--- config.mk ---
export PLATFORM = sky130hd
export DESIGN_NAME = threaded_code_branch_backpatcher
export DESIGN_NICKNAME = d
export VERILOG_FILES = /design/src/rtl/tcbb_pkg.sv /design/src/rtl/tcbb_front.sv /design/src/rtl/tcbb_queue.sv /design/src/rtl/tcbb_back.sv /design/src/rtl/threaded_code_branch_backpatcher.sv
export SDC_FILE = /design/constraint.sdc
export NUM_CORES = 1
export LEC_CHECK = 0
export BUFFER_PORTS_ARGS = -buffer_cell sky130_fd_sc_hd__buf_4
export CORE_ASPECT_RATIO = 1.75
export CORE_MARGIN = 2
export CORE_UTILIZATION = 67
export DETAILED_ROUTE_END_ITERATION = 8
export GPL_ROUTABILITY_DRIVEN = 0
export HOLD_SLACK_MARGIN = 0.02
export PLACE_DENSITY = 0.86
export RECOVER_POWER = 100
export SYNTH_ARGS = -nofsm -noshare
export SYNTH_HDL_FRONTEND = slang
export SYNTH_SLANG_ARGS = --single-unit
export TNS_END_PERCENT = 10
--- constraint.sdc ---
create_clock -name clk -period 28.3 [get_ports clk]
set_input_delay 1.415 -clock clk [delete_from_list [all_inputs] [get_ports clk]]
set_output_delay 1.415 -clock clk [all_outputs]
set_load 0.05 [all_outputs]
--- src/rtl/tcbb_pkg.sv ---
// Package for the threaded-code branch backpatcher: command and status codes,
// payload structs for both channels and the job record passed front to back.
// No dependencies.
package tcbb_pkg;

  // Default sizes handed to the top-level parameters
  localparam int WORD_CAPACITY_DEF     = 4096;
  localparam int PATCH_STACK_DEPTH_DEF = 16;

  // Cell width of the target machine; cells are trimmed to it on output
  localparam int CELL_BITS = 32;

  // Fixed field widths of the channels
  localparam int CMD_W       = 4;
  localparam int ADDR_W      = 12;
  localparam int CELL_W      = 32;
  localparam int STATUS_W    = 2;
  localparam int CFG_IDX_W   = 2;
  localparam int MAX_RESULTS = 3;
  localparam int SLOT_IDX_W  = $clog2(MAX_RESULTS);

  // Depth of the job queue between front and back
  localparam int QUEUE_DEPTH = 2;

  localparam logic [CELL_W-1:0] CELL_MASK =
    (CELL_BITS >= CELL_W) ? {CELL_W{1'b1}} : CELL_W'((64'd1 << CELL_BITS) - 64'd1);

  // Command codes
  localparam logic [CMD_W-1:0] CMD_CELL     = 4'd0;
  localparam logic [CMD_W-1:0] CMD_LITERAL  = 4'd1;
  localparam logic [CMD_W-1:0] CMD_IF       = 4'd2;
  localparam logic [CMD_W-1:0] CMD_ELSE     = 4'd3;
  localparam logic [CMD_W-1:0] CMD_ENDIF    = 4'd4;
  localparam logic [CMD_W-1:0] CMD_WHILE    = 4'd5;
  localparam logic [CMD_W-1:0] CMD_DO       = 4'd6;
  localparam logic [CMD_W-1:0] CMD_ENDWHILE = 4'd7;
  localparam logic [CMD_W-1:0] CMD_REPEAT   = 4'd8;
  localparam logic [CMD_W-1:0] CMD_FOREVER  = 4'd9;
  localparam logic [CMD_W-1:0] CMD_BUILD    = 4'd10;

  // Status codes
  localparam logic [STATUS_W-1:0] ST_OK        = 2'd0;
  localparam logic [STATUS_W-1:0] ST_UNDERFLOW = 2'd1;
  localparam logic [STATUS_W-1:0] ST_OVERFLOW  = 2'd2;
  localparam logic [STATUS_W-1:0] ST_FULL      = 2'd3;

  // Configuration register indexes
  localparam logic [CFG_IDX_W-1:0] CFG_OP_PUSH_LITERAL    = 2'd0;
  localparam logic [CFG_IDX_W-1:0] CFG_OP_BRANCH_IF_FALSE = 2'd1;
  localparam logic [CFG_IDX_W-1:0] CFG_OP_BRANCH          = 2'd2;
  localparam logic [CFG_IDX_W-1:0] CFG_OP_RETURN          = 2'd3;

  typedef struct packed {
    logic [CMD_W-1:0]  command;
    logic [CELL_W-1:0] cell_value;
  } in_item_t;

  typedef struct packed {
    logic                write_enable;
    logic [ADDR_W-1:0]   write_address;
    logic [CELL_W-1:0]   write_value;
    logic [STATUS_W-1:0] status;
    logic                word_done;
    logic                last;
  } out_item_t;

  // One cell write of a job
  typedef struct packed {
    logic [ADDR_W-1:0] addr;
    logic [CELL_W-1:0] value;
  } slot_t;

  // All results of one command, ready to be played out
  typedef struct packed {
    logic [SLOT_IDX_W-1:0]           last_idx;
    logic [STATUS_W-1:0]             status;
    logic                            done;
    slot_t [MAX_RESULTS-1:0]         slots;
  } job_t;

  typedef struct packed {
    logic full;
    logic empty;
  } q_status_t;

  // Trim a cell to the target cell width
  function automatic logic [CELL_W-1:0] cell_fit(input logic [CELL_W-1:0] v);
    return v & CELL_MASK;
  endfunction

endpackage

--- src/rtl/tcbb_front.sv ---
// Front end of the backpatcher: accepts commands, checks them, keeps the write
// pointer, the patch stack and the opcode registers, and builds at most one job each.
// Depends on tcbb_pkg.
module tcbb_front import tcbb_pkg::*; #(
  parameter int WORD_CAPACITY     = WORD_CAPACITY_DEF,
  parameter int PATCH_STACK_DEPTH = PATCH_STACK_DEPTH_DEF
) (
  input  logic                 clk,
  input  logic                 rst,
  input  logic                 in_valid,
  output logic                 in_stall,
  input  in_item_t             in_data,
  input  logic                 cfg_write,
  input  logic [CFG_IDX_W-1:0] cfg_index,
  input  logic [CELL_W-1:0]    cfg_data,
  output logic                 push,
  output job_t                 push_job,
  input  q_status_t            q_status
);

  localparam int PTR_W = $clog2(WORD_CAPACITY + 1);
  localparam int POS_W = $clog2(WORD_CAPACITY);
  localparam int CNT_W = $clog2(PATCH_STACK_DEPTH + 1);

  typedef enum logic [2:0] {
    STK_HOLD,
    STK_PUSH,
    STK_POP1,
    STK_POP2,
    STK_SET_TOP
  } stk_op_t;

  logic [CELL_W-1:0] op_push_literal;
  logic [CELL_W-1:0] op_branch_if_false;
  logic [CELL_W-1:0] op_branch;
  logic [CELL_W-1:0] op_return;

  logic [PTR_W-1:0] wp;
  logic [PTR_W-1:0] wp_next;
  logic [CNT_W-1:0] cnt;
  logic [CNT_W-1:0] cnt_next;
  logic [POS_W-1:0] stk [PATCH_STACK_DEPTH];
  logic [POS_W-1:0] stk_down1 [PATCH_STACK_DEPTH];
  logic [POS_W-1:0] stk_up1 [PATCH_STACK_DEPTH];
  logic [POS_W-1:0] stk_up2 [PATCH_STACK_DEPTH];
  logic [POS_W-1:0] push_val;
  stk_op_t          stk_op;

  logic [1:0]       need_pop;
  logic [1:0]       need_cells;
  logic             need_push;
  logic             ignore;
  logic             underflow;
  logic             overflow;
  logic             full;
  logic             accept;
  logic             job_valid;
  logic [PTR_W-1:0] room;
  logic [PTR_W-1:0] wp_p1;
  logic [PTR_W-1:0] wp_p2;
  logic [POS_W-1:0] top;
  logic [POS_W-1:0] second;
  logic [ADDR_W-1:0] a_wp;
  logic [ADDR_W-1:0] a_wp1;
  logic [ADDR_W-1:0] a_top;

  function automatic slot_t mk_slot(input logic [ADDR_W-1:0] a, input logic [CELL_W-1:0] v);
    slot_t s;
    s.addr  = a;
    s.value = cell_fit(v);
    return s;
  endfunction

  assign in_stall = q_status.full;
  assign accept   = in_valid && !in_stall;

  // Queue a job only for an accepted transaction
  assign push = accept && job_valid;

  // Decode what each command needs from the stack and the word buffer
  always_comb begin
    need_pop   = 2'd0;
    need_push  = 1'b0;
    need_cells = 2'd0;
    ignore     = 1'b0;
    unique case (in_data.command) inside
      CMD_CELL:               need_cells = 2'd1;
      CMD_LITERAL:            need_cells = 2'd2;
      CMD_IF, CMD_DO: begin
        need_cells = 2'd2;
        need_push  = 1'b1;
      end
      CMD_ELSE, CMD_FOREVER: begin
        need_cells = 2'd2;
        need_pop   = 2'd1;
      end
      CMD_ENDIF:              need_pop = 2'd1;
      CMD_WHILE, CMD_REPEAT: begin
        need_cells = 2'd1;
        need_push  = 1'b1;
      end
      CMD_ENDWHILE: begin
        need_cells = 2'd2;
        need_pop   = 2'd2;
      end
      CMD_BUILD:              need_cells = 2'd1;
      default:                ignore = 1'b1;
    endcase
  end

  // Check in priority order: underflow, overflow, buffer space
  assign room      = PTR_W'(WORD_CAPACITY) - wp;
  assign underflow = cnt < CNT_W'(need_pop);
  assign overflow  = need_push && (cnt == CNT_W'(PATCH_STACK_DEPTH));
  assign full      = room < PTR_W'(need_cells);

  assign wp_p1  = wp + PTR_W'(1);
  assign wp_p2  = wp + PTR_W'(2);
  assign top    = stk[0];
  assign second = stk[1];
  assign a_wp   = ADDR_W'(wp);
  assign a_wp1  = ADDR_W'(wp_p1);
  assign a_top  = ADDR_W'(top);

  // Build the job and the next pointer and stack state
  always_comb begin
    push_job  = '0;
    job_valid = 1'b0;
    wp_next   = wp;
    cnt_next  = cnt;
    stk_op    = STK_HOLD;
    push_val  = POS_W'(wp);
    if (ignore) begin
      job_valid = 1'b0;
    end else if (underflow) begin
      job_valid       = 1'b1;
      push_job.status = ST_UNDERFLOW;
    end else if (overflow) begin
      job_valid       = 1'b1;
      push_job.status = ST_OVERFLOW;
    end else if (full) begin
      job_valid       = 1'b1;
      push_job.status = ST_FULL;
    end else begin
      push_job.status = ST_OK;
      unique case (in_data.command) inside
        CMD_CELL: begin
          job_valid         = 1'b1;
          push_job.slots[0] = mk_slot(a_wp, in_data.cell_value);
          wp_next           = wp_p1;
        end
        CMD_LITERAL: begin
          job_valid         = 1'b1;
          push_job.last_idx = SLOT_IDX_W'(1);
          push_job.slots[0] = mk_slot(a_wp, op_push_literal);
          push_job.slots[1] = mk_slot(a_wp1, in_data.cell_value);
          wp_next           = wp_p2;
        end
        CMD_IF, CMD_DO: begin
          job_valid         = 1'b1;
          push_job.last_idx = SLOT_IDX_W'(1);
          push_job.slots[0] = mk_slot(a_wp, op_branch_if_false);
          push_job.slots[1] = mk_slot(a_wp1, '0);
          stk_op            = STK_PUSH;
          push_val          = POS_W'(wp_p1);
          cnt_next          = cnt + CNT_W'(1);
          wp_next           = wp_p2;
        end
        CMD_ELSE: begin
          job_valid         = 1'b1;
          push_job.last_idx = SLOT_IDX_W'(2);
          push_job.slots[0] = mk_slot(a_wp, op_branch);
          push_job.slots[1] = mk_slot(a_wp1, '0);
          push_job.slots[2] = mk_slot(a_top, CELL_W'(wp_p2));
          stk_op            = STK_SET_TOP;
          push_val          = POS_W'(wp_p1);
          wp_next           = wp_p2;
        end
        CMD_ENDIF: begin
          job_valid         = 1'b1;
          push_job.slots[0] = mk_slot(a_top, CELL_W'(wp));
          stk_op            = STK_POP1;
          cnt_next          = cnt - CNT_W'(1);
        end
        CMD_WHILE, CMD_REPEAT: begin
          stk_op   = STK_PUSH;
          push_val = POS_W'(wp);
          cnt_next = cnt + CNT_W'(1);
        end
        CMD_ENDWHILE: begin
          job_valid         = 1'b1;
          push_job.last_idx = SLOT_IDX_W'(2);
          push_job.slots[0] = mk_slot(a_wp, op_branch);
          push_job.slots[1] = mk_slot(a_wp1, CELL_W'(second));
          push_job.slots[2] = mk_slot(a_top, CELL_W'(wp_p2));
          stk_op            = STK_POP2;
          cnt_next          = cnt - CNT_W'(2);
          wp_next           = wp_p2;
        end
        CMD_FOREVER: begin
          job_valid         = 1'b1;
          push_job.last_idx = SLOT_IDX_W'(1);
          push_job.slots[0] = mk_slot(a_wp, op_branch);
          push_job.slots[1] = mk_slot(a_wp1, CELL_W'(top));
          stk_op            = STK_POP1;
          cnt_next          = cnt - CNT_W'(1);
          wp_next           = wp_p2;
        end
        CMD_BUILD: begin
          job_valid         = 1'b1;
          push_job.done     = 1'b1;
          push_job.slots[0] = mk_slot(a_wp, op_return);
          cnt_next          = '0;
          wp_next           = '0;
        end
        default: job_valid = 1'b0;
      endcase
    end
  end

  // Shifted views of the stack for push and pop
  for (genvar i = 0; i < PATCH_STACK_DEPTH; i++) begin : g_stk
    if (i == 0) begin : g_first
      assign stk_down1[i] = push_val;
    end else begin : g_rest
      assign stk_down1[i] = stk[i-1];
    end
    if (i + 1 < PATCH_STACK_DEPTH) begin : g_up1
      assign stk_up1[i] = stk[i+1];
    end else begin : g_up1_end
      assign stk_up1[i] = '0;
    end
    if (i + 2 < PATCH_STACK_DEPTH) begin : g_up2
      assign stk_up2[i] = stk[i+2];
    end else begin : g_up2_end
      assign stk_up2[i] = '0;
    end
  end

  // Shift the patch stack; top of stack sits at entry zero
  always_ff @(posedge clk) begin
    if (accept) begin
      case (stk_op)
        STK_PUSH:    stk <= stk_down1;
        STK_POP1:    stk <= stk_up1;
        STK_POP2:    stk <= stk_up2;
        STK_SET_TOP: stk[0] <= push_val;
        default:     stk <= stk;
      endcase
    end
  end

  // Advance pointer and count; take opcode register writes
  always_ff @(posedge clk) begin
    if (rst) begin
      wp                 <= '0;
      cnt                <= '0;
      op_push_literal    <= CELL_W'(0);
      op_branch_if_false <= CELL_W'(1);
      op_branch          <= CELL_W'(2);
      op_return          <= CELL_W'(3);
    end else begin
      if (accept) begin
        wp  <= wp_next;
        cnt <= cnt_next;
      end
      if (cfg_write) begin
        unique case (cfg_index)
          CFG_OP_PUSH_LITERAL:    op_push_literal    <= cfg_data;
          CFG_OP_BRANCH_IF_FALSE: op_branch_if_false <= cfg_data;
          CFG_OP_BRANCH:          op_branch          <= cfg_data;
          CFG_OP_RETURN:          op_return          <= cfg_data;
        endcase
      end
    end
  end

endmodule

--- src/rtl/tcbb_queue.sv ---
// Short job queue between the front end and the write sequencer.
// Depends on tcbb_pkg.
module tcbb_queue import tcbb_pkg::*; (
  input  logic      clk,
  input  logic      rst,
  input  logic      push,
  input  job_t      push_job,
  input  logic      pop,
  output job_t      head,
  output q_status_t status
);

  localparam int QW = (QUEUE_DEPTH > 1) ? $clog2(QUEUE_DEPTH) : 1;
  localparam int CW = $clog2(QUEUE_DEPTH + 1);

  job_t          entries [QUEUE_DEPTH];
  logic [QW-1:0] wr_ptr;
  logic [QW-1:0] rd_ptr;
  logic [CW-1:0] count;

  function automatic logic [QW-1:0] wrap_inc(input logic [QW-1:0] p);
    return (p == QW'(QUEUE_DEPTH - 1)) ? '0 : p + QW'(1);
  endfunction

  assign head         = entries[rd_ptr];
  assign status.full  = count == CW'(QUEUE_DEPTH);
  assign status.empty = count == '0;

  // Store jobs
  always_ff @(posedge clk) begin
    if (push) begin
      entries[wr_ptr] <= push_job;
    end
  end

  // Advance pointers and occupancy
  always_ff @(posedge clk) begin
    if (rst) begin
      wr_ptr <= '0;
      rd_ptr <= '0;
      count  <= '0;
    end else begin
      if (push) begin
        wr_ptr <= wrap_inc(wr_ptr);
      end
      if (pop) begin
        rd_ptr <= wrap_inc(rd_ptr);
      end
      if (push && !pop) begin
        count <= count + CW'(1);
      end else if (pop && !push) begin
        count <= count - CW'(1);
      end
    end
  end

endmodule

--- src/rtl/tcbb_back.sv ---
// Write sequencer: plays out the cell writes of each queued job, one per cycle
// while the output is not stalled, through the output register. Depends on tcbb_pkg.
module tcbb_back import tcbb_pkg::*; (
  input  logic      clk,
  input  logic      rst,
  input  job_t      head,
  input  q_status_t q_status,
  output logic      pop,
  output logic      out_valid,
  input  logic      out_stall,
  output out_item_t out_data
);

  logic [SLOT_IDX_W-1:0] idx;
  logic                  load;
  logic                  is_last;
  slot_t                 sl;
  out_item_t             res;

  assign load    = !q_status.empty && (!out_valid || !out_stall);
  assign is_last = idx == head.last_idx;
  assign pop     = load && is_last;
  assign sl      = head.slots[idx];

  // Form the current result of the head job
  always_comb begin
    res.write_enable  = head.status == ST_OK;
    res.write_address = sl.addr;
    res.write_value   = sl.value;
    res.status        = head.status;
    res.word_done     = head.done && is_last;
    res.last          = is_last;
  end

  // Load the output register
  always_ff @(posedge clk) begin
    if (load) begin
      out_data <= res;
    end
  end

  // Step through the job and hold the output while stalled
  always_ff @(posedge clk) begin
    if (rst) begin
      out_valid <= 1'b0;
      idx       <= '0;
    end else begin
      out_valid <= load || (out_valid && out_stall);
      if (load) begin
        idx <= is_last ? '0 : idx + SLOT_IDX_W'(1);
      end
    end
  end

endmodule

--- src/rtl/threaded_code_branch_backpatcher.sv ---
// Threaded-code compiler for control flow: each command becomes up to three
// cell writes (appends at the write pointer and back-patches of earlier
// placeholders). A command that causes at most one write is taken every
// cycle while the job queue is not full; the write sequencer issues one cell
// write per cycle from its output register while the output is not stalled.
// A two-entry job queue sits between the command classifier and the
// sequencer, so commands keep being accepted while earlier writes drain.
// Stack and buffer errors give a single result and change no state. No
// clearing pass follows reset.
// Depends on tcbb_pkg, tcbb_front, tcbb_queue, tcbb_back.
module threaded_code_branch_backpatcher import tcbb_pkg::*; #(
  parameter int WORD_CAPACITY     = WORD_CAPACITY_DEF,
  parameter int PATCH_STACK_DEPTH = PATCH_STACK_DEPTH_DEF
) (
  input  logic                 clk,
  input  logic                 rst,
  input  logic                 in_valid,
  output logic                 in_stall,
  input  in_item_t             in_data,
  output logic                 out_valid,
  input  logic                 out_stall,
  output out_item_t            out_data,
  input  logic                 cfg_write,
  input  logic [CFG_IDX_W-1:0] cfg_index,
  input  logic [CELL_W-1:0]    cfg_data
);

  logic      q_push;
  job_t      q_push_job;
  logic      q_pop;
  job_t      q_head;
  q_status_t q_status;

  tcbb_front #(
    .WORD_CAPACITY     (WORD_CAPACITY),
    .PATCH_STACK_DEPTH (PATCH_STACK_DEPTH)
  ) u_front (
    .clk       (clk),
    .rst       (rst),
    .in_valid  (in_valid),
    .in_stall  (in_stall),
    .in_data   (in_data),
    .cfg_write (cfg_write),
    .cfg_index (cfg_index),
    .cfg_data  (cfg_data),
    .push      (q_push),
    .push_job  (q_push_job),
    .q_status  (q_status)
  );

  tcbb_queue u_queue (
    .clk      (clk),
    .rst      (rst),
    .push     (q_push),
    .push_job (q_push_job),
    .pop      (q_pop),
    .head     (q_head),
    .status   (q_status)
  );

  tcbb_back u_back (
    .clk       (clk),
    .rst       (rst),
    .head      (q_head),
    .q_status  (q_status),
    .pop       (q_pop),
    .out_valid (out_valid),
    .out_stall (out_stall),
    .out_data  (out_data)
  );

  // Sequencer never retires a job from an empty queue
  assert property (@(posedge clk) disable iff (rst) q_pop |-> !q_status.empty)
    else $error("job popped from empty queue");

  // Front never writes into a full queue
  assert property (@(posedge clk) disable iff (rst) q_push |-> !q_status.full || q_pop)
    else $error("job pushed into full queue");

  // Build completion is the last and a real write
  assert property (@(posedge clk) disable iff (rst)
    out_valid && out_data.word_done |-> out_data.last && out_data.write_enable)
    else $error("word done on a non-final or non-write result");

  // Error transactions are single and carry an error status
  assert property (@(posedge clk) disable iff (rst)
    out_valid && !out_data.write_enable |-> out_data.last && (out_data.status != ST_OK))
    else $error("result without write is not a single error");

endmodule

Word level (Yosys, flattened, before mapping)
Memory sizes are Yosys's and may differ from the RTL's. A register that Yosys moved wholly into a read port is not among the register bits.
Cells that the tools add are included.
{"block": "op_classes", "add_sub_neg": 11, "magnitude_cmp": 3, "n_eq_ne": 20, "muxes": 48, "n_bitwise": 3, "reduce_logical": 47}
{"cell": "180-bit one-hot mux with 3 select lines", "count": 1}
{"cell": "133-bit two-way mux", "count": 3}
{"cell": "44-bit one-hot mux with 6 select lines", "count": 1}
{"cell": "44-bit one-hot mux with 4 select lines", "count": 1}
{"cell": "137-bit two-way mux", "count": 1}
{"cell": "44-bit binary-select mux with 2-bit select", "count": 1}
{"cell": "44-bit two-way mux", "count": 2}
{"cell": "12-bit two-way mux", "count": 5}
{"cell": "13-bit one-hot mux with 3 select lines", "count": 1}
{"cell": "12-bit one-hot mux with 3 select lines", "count": 1}
{"cell": "5-bit one-hot mux with 4 select lines", "count": 1}
{"cell": "2-bit two-way mux", "count": 9}
{"cell": "4-bit by 3-bit equality test with 1-bit output, second input constant", "count": 4}
{"cell": "13-bit by 1-bit adder with 13-bit output, second input constant", "count": 1}
{"cell": "13-bit by 2-bit adder with 13-bit output, second input constant", "count": 1}
{"cell": "13-bit by 2-bit < comparator with 1-bit output", "count": 1}
{"cell": "1-bit two-way mux", "count": 13}
{"cell": "13-bit subtractor, first input constant", "count": 1}
{"cell": "4-bit equality test, second input constant", "count": 3}
{"cell": "3-bit two-way mux", "count": 4}
{"cell": "2-bit one-hot mux with 2 select lines", "count": 3}
{"cell": "3-bit one-hot mux with 4 select lines", "count": 1}
{"cell": "2-bit AND reduction", "count": 6}
{"cell": "6-bit AND reduction", "count": 2}
{"cell": "32 further kinds", "count": 65}
{"block": "totals", "regBits": 394, "ramBits": 274, "inputBits": 75, "elab_cells": 166, "mem_count": 1}
{"name": "u_queue.entries", "words": 2, "width": 137, "rd": 1, "rd_clocked_by_memory_dff": 1, "write_ports": 1, "line": "tcbb_queue.sv:16", "rtl": "job_t entries [QUEUE_DEPTH];"}

Longest topological paths before layout
{"block": "depth", "word_depth": 13, "depth_mapped": 18}

By module
From an unflattened synthesis, not the netlist that was laid out.
{"block": "unflattened", "hier_cells": 2691, "area_unflattened_um2": 31003.5}
{"module": "tcbb_front", "instances": 1, "cells_per_inst": 2022, "area_each_um2": 18066.1}
{"module": "tcbb_queue", "instances": 1, "cells_per_inst": 448, "area_each_um2": 10143.5}
{"module": "tcbb_back", "instances": 1, "cells_per_inst": 221, "area_each_um2": 2793.9}

Least setup slack after synthesis
OpenSTA, ideal clock, no wires.
{"block": "synth_timing", "kind": "input to register", "startpoint": "input in_data[33] in the netlist's numbering", "endpoint": "register u_front.stk (netlist bit u_front.second[0]) (enable)", "setup_ps": 985, "arrival_ps": 17247, "t_required_ps": 27315, "setup_slack_ps": 10068, "stages": 15, "cell_sequence": "buf_2 -> buf_2 -> and2_1 -> nand2_1 -> inv_1 -> clkbuf_1 -> clkbuf_1 -> clkbuf_1 -> ha_1 -> inv_1 -> o311ai_4 -> and2_0 -> nand2_1 -> buf_2 -> a211oi_1"}
{"block": "synth_via", "elab_chain_len": 11, "word_cells_on_any_way": 33, "cone_classes": "2 x order compare; 13 x eq/ne; 8 x mux; 10 x reduce/logical"}
{"element": "start: declaration", "line": "threaded_code_branch_backpatcher.sv:19", "rtl": "input in_item_t in_data,"}
{"element": "4-bit equality test (no source line) (tied with other cells)"}
{"element": "6-bit OR reduction (no source line) / 4-bit OR reduction (equally long branches)"}
{"element": "2-bit one-hot mux with 2 select lines", "line": "tcbb_front.sv:86", "rtl": "unique case (in_data.command) inside"}
{"element": "13-bit by 2-bit < comparator with 1-bit output", "line": "tcbb_front.sv:115", "rtl": "assign full = room < PTR_W'(need_cells);"}
{"element": "3-bit two-way mux", "line": "tcbb_front.sv:141", "rtl": "end else if (full) begin"}
{"element": "3-bit two-way mux", "line": "tcbb_front.sv:138", "rtl": "end else if (overflow) begin"}
{"element": "3-bit two-way mux", "line": "tcbb_front.sv:135", "rtl": "end else if (underflow) begin"}
{"element": "3-bit two-way mux (*)", "line": "tcbb_front.sv:133", "rtl": "if (ignore) begin"}
{"element": "3-bit by 1-bit equality test with 1-bit output / 3-bit by 2-bit equality test with 1-bit output (equally long branches)", "line": "tcbb_front.sv:243", "rtl": "case (stk_op)"}
{"element": "3-bit nonzero test (no source line) (*)"}
{"element": "2-bit AND reduction (no source line) (*)"}
{"element": "end signal: assignment", "line": "tcbb_front.sv:244", "rtl": "STK_PUSH: stk <= stk_down1;"}
{"element": "end signal: assignment", "line": "tcbb_front.sv:245", "rtl": "STK_POP1: stk <= stk_up1;"}
{"element": "end signal: assignment", "line": "tcbb_front.sv:246", "rtl": "STK_POP2: stk <= stk_up2;"}
{"element": "end: declaration", "line": "tcbb_front.sv:42", "rtl": "logic [POS_W-1:0] stk [PATCH_STACK_DEPTH];"}
Mark *: on every way between the ends. The rest lies on a longest branch, timed or not.
A chain may end at the register's enable or synchronous reset.

Final worst setup path
{"block": "layout_timing", "startpoint": "input in_data[34] in the netlist's numbering", "endpoint": "register u_front.stk[135] in the netlist's numbering (enable)"}
The elaborated chain is that of the path after synthesis.

==> results.txt <==
The run finished, with violations left. The checks that failed: capacitance limit, slew limit. After synthesis, the most frequently instantiated cells are 477 x sky130_fd_sc_hd__edfxtp_1, 349 x sky130_fd_sc_hd__nand2_1, 232 x sky130_fd_sc_hd__a22oi_1. At the pin with the least slew margin, the transition time is between 4000 and 5000 ps. In this run the core area contains 100 standard-cell rows. The core footprint came out at about 43000 µm². sky130_fd_sc_hd__edfxtp_1 takes more of the synthesized area than any other cell. The master of the slowest instance on the critical path is sky130_fd_sc_hd__a211oi_1.

Data on the critical path arrives at its endpoint at 16280 ps. From bottom edge to top edge, the die measures around 280 µm. The worst path required time came out at roughly 29000 ps. The setup clock skew after layout is about 34 ps. The post-DP HPWL came out at between 40 and 50 mm. The part of the total power dissipated in the clock network came out at 0.284. Yosys instantiated no cell more often than sky130_fd_sc_hd__edfxtp_1.

The number of enable flip-flop cells after synthesis is 477. The final period demand of the worst path is 16080 ps. The clock-pin transition on the worst setup and hold timing paths came out at 70 ps. The cell count after synthesis came out at 2362. The die covers 45000 µm². The class of the most critical hold timing path is reg2reg. The via count of the first global-routing pass came out at 20803. The accumulated negative setup slack is 0 ps.

The sequential share of power came out at 0.482. The total setup buffers inserted after CTS came out at 0. The warning count from the yosys run came out at 0. The routed wire length came out at 79.2 mm.

The share of cells above drive strength 1 came out at 0.118. For this run, design rule violations remaining after detail routing come to 0. Setup repair after global routing left no endpoint under its margin. TritonCTS built the clock tree. The total placed cells including tap cells is 2870.

The internal power summed over all cells came out at 1.71 mW. Dividing the synthesized area by the synthesized cell count gives 12.3 µm². The worst-skew pair later-pin latency is 620 ps. The finished layout holds 2972 standard cells, fillers aside. The longest individual stage delay on the worst path is 3460 ps. The headroom to the max-slew limit came out at -2.18. The element type at the critical path start is a primary input. During I/O placement, the number of pins put on the boundary was 126. The leakage dissipation came out at between 9 and 10 nW.

For this design the total switching power over the nets is about 850 µW. The global routing usage summed across all routing layers came out at 0.347. The peak clock frequency supported by timing is 0.0622 GHz. The share of total power consumed by net switching is 0.332. Summing all placed instances gives a cell area of 30000 µm². The number of endpoints with negative hold slack in the final report was 0. The buffering stage count on the worst path with inverters included came out at 5.

The top-area cell type share of the netlist area is 0.494. The hold buffer count at CTS came out at 0. The sequential-to-total area share from yosys stat came out at 0.600. The largest buffer count on any clock path came out at 3. The clock drives approximately 630 sinks. The combinational share of power came out at 0.234.

The share of the clock period used by the worst path after layout is 0.568. The final worst setup slack is 12220 ps. The layout-stage area growth over the synthesis result came out at 7.52%.

The summed instance area of the synthesized netlist is 29000 µm². The synthesized design contains 631 register bits. After global routing the overflow that remains totals 0. The DRC marker count from the first detailed-route iteration came out at 2708. Traced cell by cell, the critical path runs through clkbuf_1 -> nor2b_1 -> nand2_1 -> clkinvlp_2 -> ha_1 -> inv_1 -> o311ai_0 -> and2_0 -> nand2_1 -> a211oi_1 -> clkbuf_1 -> buf_4. The wire length of the first global-routing pass is 119 mm. The layout net count is 2452. The cell sitting at the root of the clock tree is a sky130_fd_sc_hd__clkbuf_16. The clock buffer count from CTS came out at 52. The kind of end point of the critical path is a register. The total of endpoints with negative setup slack in the final report is 0. For this run, asynchronously set or reset flops after synthesis account for 0. The type of the worst setup path is in2reg.

The number of distinct library cells after synthesis is 80. The horizontal die dimension came out at 161 µm. Broken down by cell family, the worst path's largest delay share belongs to buffers and inverters. In this run the remaining antenna-violating nets after routing total 0. The number of input and output port buffers inserted came out at approximately 130. In this run the worst path has a maximum fanout of 99. For this block, the via count after detailed routing is around 21000. In the post-synthesis netlist, the biggest area contributors are sky130_fd_sc_hd__edfxtp_1 49%, sky130_fd_sc_hd__dfxtp_1 11%, sky130_fd_sc_hd__a22oi_1 6.0%. The detailed-router iteration count before antenna repair is 7. In the synthesized netlist the dominant register cell turns out to be sky130_fd_sc_hd__edfxtp_1. The total of cells resized after clock tree synthesis is 0. The effective utilization at floorplan came out at 0.679. Power spread over the standard cell area amounts to 81.9 nW/µm². The cell area after layout came out at 31200 µm². Max-cap violations in this run came to 21. The CTS H-tree depth came out at 2. The post-placement worst setup slack is around 20000 ps. The max-slew violation count came to 1063.

The largest net degree at the start of global routing is ~180. The post-synthesis net count is 2451. The number of antenna violations at the first check in global routing is 6. Using the TritonRoute via totals, the vias-per-cell ratio works out to 7.09. Dividing the detail-routed wire length by the instance count gives 26.6 µm.

VDD sags by at most approximately 0.000074 V.
per-layer routing:
| layer | up-vias | GRT usage | wire length (µm) |
|---|---|---|---|
| met5 | - | 0 | 16 |
| met4 | 2 | 0.304 | 8140 |
| met3 | 438 | 0.0560 | 6880 |
| met2 | 1449 | 0.579 | 39500 |
| met1 | 10155 | 0.383 | 24600 |
| li1 | 9042 | - | - |
worst min-delay path, cell delays in order (launching register included):
cell and delay [ps]:
sky130_fd_sc_hd__dfxtp_1 310, sky130_fd_sc_hd__nand2_1 50, sky130_fd_sc_hd__a21oi_1 50
power groups by stage:
| stage | combinational [mW] | clock, mW | sequential [mW] |
|---|---|---|---|
| global route | 0.625 | 0.756 | 1.24 |
| finish | 0.598 | 0.726 | 1.23 |
| global placement | 0.609 | 0 | 1.23 |
| CTS | 0.630 | 0.728 | 1.22 |
| floorplan | 0.319 | 0 | 1.36 |
| detailed placement | 0.627 | 0 | 1.24 |
cell type report:
type | instances | area, µm²
inverter | 44 | 166
clock inverter | 33 | 327
clock buffer | 65 | 1370
antenna | 4 | 10.0
tap | 561 | 702
multi-input combinational | 1475 | 10200
fill | 2743 | 11500
sequential | 631 | 17400
timing repair buffer | 159 | 958
metrics by stage:
step	util	power [mW]	hold WS (ps)
6_report	0.731	2.55	457
5_1_grt	0.730	2.62	476
4_1_cts	0.744	2.58	456
3_5_place_dp	0.704	1.87	446
3_3_place_gp	0.704	1.84	442
2_1_floorplan	-	1.68	436
cell families (layout without fill, tap and decap cells):
family	count (synthesis)	after routing	synth area share
xor gates and xnor gates	40	40	0.0121
AOI/OAI and AO/OA	749	749	0.203
and+or+nand+nor	596	596	0.0942
adders and majority gates	14	14	0.00630
buffers and inverters	256	301	0.0391
DFF	631	631	0.600
muxes	76	76	0.0454
other	0	4	0
state kept, by name, indices dropped and copies added (netlist names), 13 cells and up, named ones only:
register	flops
u_queue.entries	236
u_front.stk	168
u_back.out_data	49
u_front.op_branch	32
u_front.op_branch_if_false	32
u_front.op_push_literal	32
u_front.op_return	32
u_front.wp	13
cells in the final DEF, fill, tap and decap left out, types with 16 or more instances in the layout:
cell,Yosys,final
sky130_fd_sc_hd__clkbuf_16,0,52
sky130_fd_sc_hd__buf_4,13,91
sky130_fd_sc_hd__o21ai_0,50,52
sky130_fd_sc_hd__a31oi_1,39,39
sky130_fd_sc_hd__nor2b_1,27,26
sky130_fd_sc_hd__nand3_1,20,20
sky130_fd_sc_hd__a21oi_1,170,169
sky130_fd_sc_hd__nor2_1,75,75
sky130_fd_sc_hd__edfxtp_1,477,477
sky130_fd_sc_hd__o22ai_1,27,27
sky130_fd_sc_hd__o2bb2ai_1,68,107
sky130_fd_sc_hd__nand2_1,349,349
sky130_fd_sc_hd__clkbuf_1,141,77
sky130_fd_sc_hd__dfxtp_1,154,153
sky130_fd_sc_hd__and2_0,1,19
sky130_fd_sc_hd__xnor2_1,27,27
sky130_fd_sc_hd__o2bb2ai_2,88,49
sky130_fd_sc_hd__and2_1,34,16
sky130_fd_sc_hd__a22oi_1,232,232
sky130_fd_sc_hd__and3_1,26,26
sky130_fd_sc_hd__mux4_2,44,44
sky130_fd_sc_hd__inv_1,43,41
sky130_fd_sc_hd__mux2i_1,29,29
worst paths after layout:
check	from	endpoint	slack (ps)	cells after the start
setup / recovery	in_data[34]	u_front.stk[135]	12220	12
hold / removal	u_front.op_return[19]	u_front.op_return[19]	460	2
setup reg to reg	u_front.cnt[1]	u_front.stk[135]	16470	9
hold reg to reg	u_front.op_return[19]	u_front.op_return[19]	460	2
(Power assumes the default switching activity.)
